--- config.mk ---
export PLATFORM = sky130hd
export DESIGN_NAME = siv_ctrl
export DESIGN_NICKNAME = d
export VERILOG_FILES = /design/src/rtl/snapshot_image_verifier_core_macros.svh /design/src/rtl/siv_pkg.sv /design/src/rtl/siv_ctrl.sv
export SDC_FILE = /design/constraint.sdc
export NUM_CORES = 1
export LEC_CHECK = 0
export BUFFER_PORTS_ARGS = -buffer_cell sky130_fd_sc_hd__buf_4
export CAP_MARGIN = 30
export CORE_MARGIN = 2
export CORE_UTILIZATION = 51
export DETAILED_ROUTE_END_ITERATION = 8
export PLACE_DENSITY_LB_ADDON = 0.15
export SLEW_MARGIN = 20
export SYNTH_ARGS = -nofsm -noshare
export SYNTH_HDL_FRONTEND = slang
export SYNTH_SLANG_ARGS = --single-unit
export TNS_END_PERCENT = 20
--- constraint.sdc ---
create_clock -name i_clk -period 2.25 [get_ports i_clk]
set_clock_uncertainty 0.05 [all_clocks]
set_input_delay 0.1125 -clock i_clk [delete_from_list [all_inputs] [get_ports i_clk]]
set_output_delay 0.1125 -clock i_clk [all_outputs]
set_load 0.01 [all_outputs]
--- src/rtl/snapshot_image_verifier_core_macros.svh ---
// ----------------------------------------------------------------------------
// Snapshot image verifier assertion macros
// Clocked property checks, empty when the design is synthesised.
// ----------------------------------------------------------------------------
`ifndef SNAPSHOT_IMAGE_VERIFIER_CORE_MACROS_SVH
`define SNAPSHOT_IMAGE_VERIFIER_CORE_MACROS_SVH
`ifndef SYNTHESIS
// check a property while out of reset
`define SIV_ASSERT(lbl, clk, rst_n, prop, msg) \
    lbl: assert property (@(posedge clk) disable iff (!rst_n) prop) else $error(msg);
// check a property at every edge
`define SIV_ASSERT_ALWAYS(lbl, clk, prop, msg) \
    lbl: assert property (@(posedge clk) prop) else $error(msg);
`else
`define SIV_ASSERT(lbl, clk, rst_n, prop, msg)
`define SIV_ASSERT_ALWAYS(lbl, clk, prop, msg)
`endif
`endif

--- src/rtl/siv_pkg.sv ---
// ----------------------------------------------------------------------------
// Snapshot image verifier package
// Shared types, status codes, register indexes and SHA-256 constants.
// ----------------------------------------------------------------------------
package siv_pkg;

    localparam int HASHED_HDR_BYTES = 80;
    localparam int DIGEST_OFS       = 80;
    localparam int DIGEST_END       = 112;

    // register indexes
    localparam logic [1:0] REG_MAGIC_VALUE  = 2'd0;
    localparam logic [1:0] REG_MAGIC_LENGTH = 2'd1;
    localparam logic [1:0] REG_EXP_VERSION  = 2'd2;
    localparam logic [1:0] REG_MAX_PAYLOAD  = 2'd3;

    // verdict codes
    localparam logic [3:0] ST_OK        = 4'd0;
    localparam logic [3:0] ST_TOO_LARGE = 4'd1;
    localparam logic [3:0] ST_TOO_SHORT = 4'd2;
    localparam logic [3:0] ST_MAGIC     = 4'd3;
    localparam logic [3:0] ST_VERSION   = 4'd4;
    localparam logic [3:0] ST_HDR_SIZE  = 4'd5;
    localparam logic [3:0] ST_RESERVED  = 4'd6;
    localparam logic [3:0] ST_LENGTH    = 4'd7;
    localparam logic [3:0] ST_DIGEST    = 4'd8;

    localparam logic KIND_PAYLOAD = 1'b0;
    localparam logic KIND_VERDICT = 1'b1;

    typedef enum logic [4:0] {
        S_IDLE    = 5'b00001,
        S_ROUND   = 5'b00010,
        S_ADD     = 5'b00100,
        S_PAD     = 5'b01000,
        S_VERDICT = 5'b10000
    } t_state;

    typedef struct packed {
        logic       load_byte;
        logic       pad_byte;
        logic       init_work;
        logic       round_en;
        logic [5:0] round_idx;
        logic       add_hash;
        logic       load_verdict;
    } t_cmd;

    typedef struct packed {
        logic out_free;
        logic byte_hashed;
        logic fill_end;
        logic len_phase;
    } t_sts;

    localparam logic [0:7][31:0] SHA_INIT = {
        32'h6a09e667, 32'hbb67ae85, 32'h3c6ef372, 32'ha54ff53a,
        32'h510e527f, 32'h9b05688c, 32'h1f83d9ab, 32'h5be0cd19
    };

    localparam logic [0:63][31:0] ROUND_K = {
        32'h428a2f98, 32'h71374491, 32'hb5c0fbcf, 32'he9b5dba5,
        32'h3956c25b, 32'h59f111f1, 32'h923f82a4, 32'hab1c5ed5,
        32'hd807aa98, 32'h12835b01, 32'h243185be, 32'h550c7dc3,
        32'h72be5d74, 32'h80deb1fe, 32'h9bdc06a7, 32'hc19bf174,
        32'he49b69c1, 32'hefbe4786, 32'h0fc19dc6, 32'h240ca1cc,
        32'h2de92c6f, 32'h4a7484aa, 32'h5cb0a9dc, 32'h76f988da,
        32'h983e5152, 32'ha831c66d, 32'hb00327c8, 32'hbf597fc7,
        32'hc6e00bf3, 32'hd5a79147, 32'h06ca6351, 32'h14292967,
        32'h27b70a85, 32'h2e1b2138, 32'h4d2c6dfc, 32'h53380d13,
        32'h650a7354, 32'h766a0abb, 32'h81c2c92e, 32'h92722c85,
        32'ha2bfe8a1, 32'ha81a664b, 32'hc24b8b70, 32'hc76c51a3,
        32'hd192e819, 32'hd6990624, 32'hf40e3585, 32'h106aa070,
        32'h19a4c116, 32'h1e376c08, 32'h2748774c, 32'h34b0bcb5,
        32'h391c0cb3, 32'h4ed8aa4a, 32'h5b9cca4f, 32'h682e6ff3,
        32'h748f82ee, 32'h78a5636f, 32'h84c87814, 32'h8cc70208,
        32'h90befffa, 32'ha4506ceb, 32'hbef9a3f7, 32'hc67178f2
    };

endpackage

--- src/rtl/siv_ctrl.sv ---
// ----------------------------------------------------------------------------
// Snapshot image verifier controller
// Sequences byte intake, SHA-256 rounds, padding and the verdict.
// ----------------------------------------------------------------------------
module siv_ctrl (
    input  logic          i_clk,
    input  logic          i_rst_n,
    input  logic          i_in_valid,
    input  logic          i_last_byte,
    input  siv_pkg::t_sts i_sts,
    output siv_pkg::t_cmd o_cmd,
    output logic          o_in_ready
);
    import siv_pkg::*;

    t_state     r_state, n_state;
    logic [5:0] r_rnd, n_rnd;
    logic       r_last, n_last;
    logic       r_inpad, n_inpad;
    logic       r_finblk, n_finblk;
    logic       w_acc;

    // take a request only when idle and the output stage can hold a result
    assign o_in_ready = (r_state == S_IDLE) && i_sts.out_free;
    assign w_acc      = i_in_valid && o_in_ready;

    // issue commands
    always_comb begin
        o_cmd              = '0;
        o_cmd.load_byte    = w_acc;
        o_cmd.pad_byte     = (r_state == S_PAD);
        o_cmd.round_en     = (r_state == S_ROUND);
        o_cmd.round_idx    = r_rnd;
        o_cmd.add_hash     = (r_state == S_ADD);
        o_cmd.load_verdict = (r_state == S_VERDICT) && i_sts.out_free;
        o_cmd.init_work    = (w_acc && i_sts.byte_hashed && i_sts.fill_end)
                          || ((r_state == S_PAD) && i_sts.fill_end);
    end

    // advance the sequence
    always_comb begin
        n_state  = r_state;
        n_rnd    = r_rnd;
        n_last   = r_last;
        n_inpad  = r_inpad;
        n_finblk = r_finblk;
        case (r_state)
            S_IDLE: begin
                if (w_acc) begin
                    if (i_sts.byte_hashed && i_sts.fill_end) begin
                        n_state = S_ROUND;
                        n_rnd   = '0;
                        n_last  = i_last_byte;
                    end else if (i_last_byte) begin
                        n_state = S_PAD;
                        n_inpad = 1'b1;
                    end
                end
            end
            S_ROUND: begin
                n_rnd = r_rnd + 6'd1;
                if (r_rnd == 6'd63) begin
                    n_state = S_ADD;
                end
            end
            S_ADD: begin
                if (r_finblk) begin
                    n_state = S_VERDICT;
                end else if (r_inpad || r_last) begin
                    n_state = S_PAD;
                    n_inpad = 1'b1;
                    n_last  = 1'b0;
                end else begin
                    n_state = S_IDLE;
                end
            end
            S_PAD: begin
                if (i_sts.fill_end) begin
                    n_state = S_ROUND;
                    n_rnd   = '0;
                    if (i_sts.len_phase) begin
                        n_finblk = 1'b1;
                    end
                end
            end
            S_VERDICT: begin
                if (i_sts.out_free) begin
                    n_state  = S_IDLE;
                    n_inpad  = 1'b0;
                    n_finblk = 1'b0;
                    n_last   = 1'b0;
                end
            end
            default: begin
                n_state = S_IDLE;
            end
        endcase
    end

    always_ff @(posedge i_clk) begin
        if (!i_rst_n) begin
            r_state  <= S_IDLE;
            r_rnd    <= '0;
            r_last   <= 1'b0;
            r_inpad  <= 1'b0;
            r_finblk <= 1'b0;
        end else begin
            r_state  <= n_state;
            r_rnd    <= n_rnd;
            r_last   <= n_last;
            r_inpad  <= n_inpad;
            r_finblk <= n_finblk;
        end
    end

endmodule

==> run summary <==
Outcome: finished clean
Clock sinks: 14
Pwr/cell area: 734 nW/um^2
Uppermost layer routed: met4
Routed via count: 857
Worst slack, placed: 0.411 ns
Tightest Pin Transition: 0.549 ns
Final setup TNS: 0 ns
I/O pin cnt: 21
CTS Hold Buffers Added: 0
Die ar.: 2050 sq um
Multi-input logic area: 548 sq um
Largest net degree at the start of global routing: 11
Final period util: 0.864
Switching pwr: 0.273 mW
Routed WL: 2.02 mm
R2R Path Start: r_state[4]$_SDFFE_PN0P_
Seq pwr share: 0.400
RR Endpoint: r_rnd[1]$_SDFFE_PN0P_
Die height: 45.3 microns
Seq/Total Area, Yosys: 0.323
Top cells by area, synth: dfxtp_1 32%, xnor2_1 6.1%, nor2_1 5.6%
1st-pass router iterations: 5
P&R area growth vs syn: 21.3%
DRC violations left: 0
Hold Path Class: primary input to flop
Startpoint Class: flop
Vias per cell: 6.04
First-pass GRT wire length: 3.24 mm
# diodes: 0
# setup viols final: 0
CORE AREA: 1560 sq um
Final WS setup: 0.305 ns
Gate power share: 0.363
Cell count after synthesis: 106
Crit path DAT: 1.78 ns
Max Clk Rate: 514 MHz
Syn avg cell area: 8.19 sq um
Critical Path Sink Type: output pin
Cell Chain, Critical Path: nor4_4 > nand4_2 > a21boi_1 > buf_4
Post-CTS Setup Bufs: 0
Top delay family on crit path: simple AND/OR/NAND/NOR gates
Wire per inst: 14.2 microns
Gr ovfl total: 0
EDFF count, synth: 0
M1 WL: 884 microns
Hold-critical path endpoint: r_state[0]$_SDFFE_PN1P_
Post-DRT Antenna Nets: 0
P_int: 0.501 mW
Initial antenna violation count: 0
Syn nets: 115
PortBufs: 20
Clock tree buffer depth: 2
R2R cell count: 5
Clock Pin Slew Worst Setup and Hold Paths: 0.09 ns
Num CTS Buffers: 3
Met3 wire len: 92 microns
Final min period: 1.94 ns
CTS tree: yes
Post-DP HPWL: 1.59 mm
WS Path Type: flop to output pin
Gpl congestion: 0.821
Clock share of power: 0.236
Sequential Area: 280 sq um
Fill count: 144
RSZ-0062 raised after global routing: no
Min Hold Slack: 0.0602 ns
Synth top area share: 0.323
Metal2 WL: 1.02 mm
Worst EP required: 2.09 ns
Max cap viols: 0
Synth warn: 0
Number of global-route vias before repair: 779
Die X: 45.3 microns
WHS Path Cells: 2
Crit path buffers/inverters: 1
Worst slew margin: 0.632
Final Max Slew Viols: 0
Largest area contributor in the netlist: dfxtp_1
Flops & latches, synth: 14
Sw Ratio: 0.352
Peak supply drop: 0.390 mV
DR iter-0 viols: 12
Async S/R FF share, synth: 0
H-Tree Depth: 1
Netlist cell types: 39
Max stage delay cell, worst path: nor4_4
Initial Util: 0.557
Skew-Pair Late Insertion Delay: 0.28 ns
Worst Hold Launch: i_rst_n
Final hold violations: 0
Ys flop type: dfxtp_1
Reg2reg setup slack: 0.40 ns
Overall Global Routing Usage: 0.220
Mapped Area: 868 sq um
Max stage delay on crit path: 0.40 ns
CP max FO: 7
Nets: 136
Post-CTS sizing: 0
Layout cells sized above 1: 0.254
Leak: 0.450 nW
CTS Root Cell: clkbuf_4
Num rows: 14
==> worst register-to-register path, cell delays in order, from the launching register on <==
cell and delay (ns):
dfxtp_1 0.39, nor4_4 0.40, nand4_2 0.27, a21boi_1 0.27
nand2b_1 0.27, nor2_1 0.08
==> cell usage after synthesis (2+ instances only) <==
| cell type | n |
|---|---|
| dfxtp_1 | 14 |
| nor2_1 | 13 |
| nand2_1 | 12 |
| xnor2_1 | 6 |
| inv_1 | 5 |
| nand3_1 | 5 |
| a21oi_1 | 4 |
| a31oi_1 | 3 |
| a41oi_1 | 3 |
| a2111oi_2 | 2 |
| a211oi_1 | 2 |
| a21boi_1 | 2 |
| and2_1 | 2 |
| and3_2 | 2 |
| buf_2 | 2 |
| nand2b_1 | 2 |
| nand3b_1 | 2 |
| nor3_1 | 2 |
| nor4_1 | 2 |
| o211a_1 | 2 |
==> power by group through the flow <==
stage	combinational, mW	sequential (mW)	clock [mW]
after global placement	0.274	0.313	0
after CTS	0.284	0.308	0.187
after global routing	0.312	0.314	0.196
after detailed placement	0.282	0.314	0
after floorplan	0.228	0.292	0
final	0.281	0.310	0.183
==> sequential cells by signal, summed over array words and instances (netlist names) <==
register and flops:
r_rnd 6, r_inpad 1, r_state 5, r_last 1
r_finblk 1
==> stage by stage <==
step / area (sq um) / power, mW / util / cells
finish: 1050 / 0.774 / 0.676 / 142
global route: 1050 / 0.822 / 0.676 / 142
CTS: 1050 / 0.779 / 0.676 / 142
detailed placement: 1020 / 0.596 / 0.652 / 138
global placement: 1020 / 0.587 / 0.652 / 138
floorplan: 868 / 0.520 / - / 106
==> how the worst max path moves through the flow <==
stage                            end  slack, ns  cells past startpoint                    start
2_1_floorplan    r_last$_SDFFE_PN0P_       0.54                      5  r_state[4]$_SDFFE_PN0P_
3_3_place_gp     r_last$_SDFFE_PN0P_       0.48                      5  r_state[4]$_SDFFE_PN0P_
3_5_place_dp   r_rnd[1]$_SDFFE_PN0P_       0.41                      5  r_state[4]$_SDFFE_PN0P_
4_1_cts                     o_cmd[9]       0.29                      4  r_state[4]$_SDFFE_PN0P_
5_1_grt                     o_cmd[9]       0.15                      4  r_state[4]$_SDFFE_PN0P_
6_report                    o_cmd[9]       0.31                      4  r_state[4]$_SDFFE_PN0P_
==> cell usage in the layout, fill, tap and decap left out, types with 3 or more instances in the layout <==
cell type,synthesis,layout
a41oi_1,3,3
nand2_1,12,12
buf_4,1,20
clkbuf_4,0,3
dfxtp_1,14,14
a31oi_1,3,3
a21oi_1,4,4
inv_1,5,5
nand3_1,5,5
nor2_1,13,13
xnor2_1,6,6
==> cell families after synthesis <==
kind of cell	synth area share
and+or+nand+nor	0.308
muxes	0.0115
adders and majority gates	0.0144
DFF	0.323
buffers and inverters	0.0461
xor gates and xnor gates	0.0706
AOI/OAI and AO/OA	0.226
==> routing by layer <==
metal,up-vias,GRT usage
met5,-,0
met4,0,0.112
met3,2,0.0320
met2,21,0.374
met1,401,0.267
li1,433,-
==> cell type report <==
class,instances,share of cell area
Timing Repair Buffer,20,0.143
Multi-Input combinational cell,83,0.520
Clock buffer,4,0.0344
Tap cell,16,0.0190
Sequential cell,14,0.266
Inverter,5,0.0178
Power figures use the tool's default switching activity.
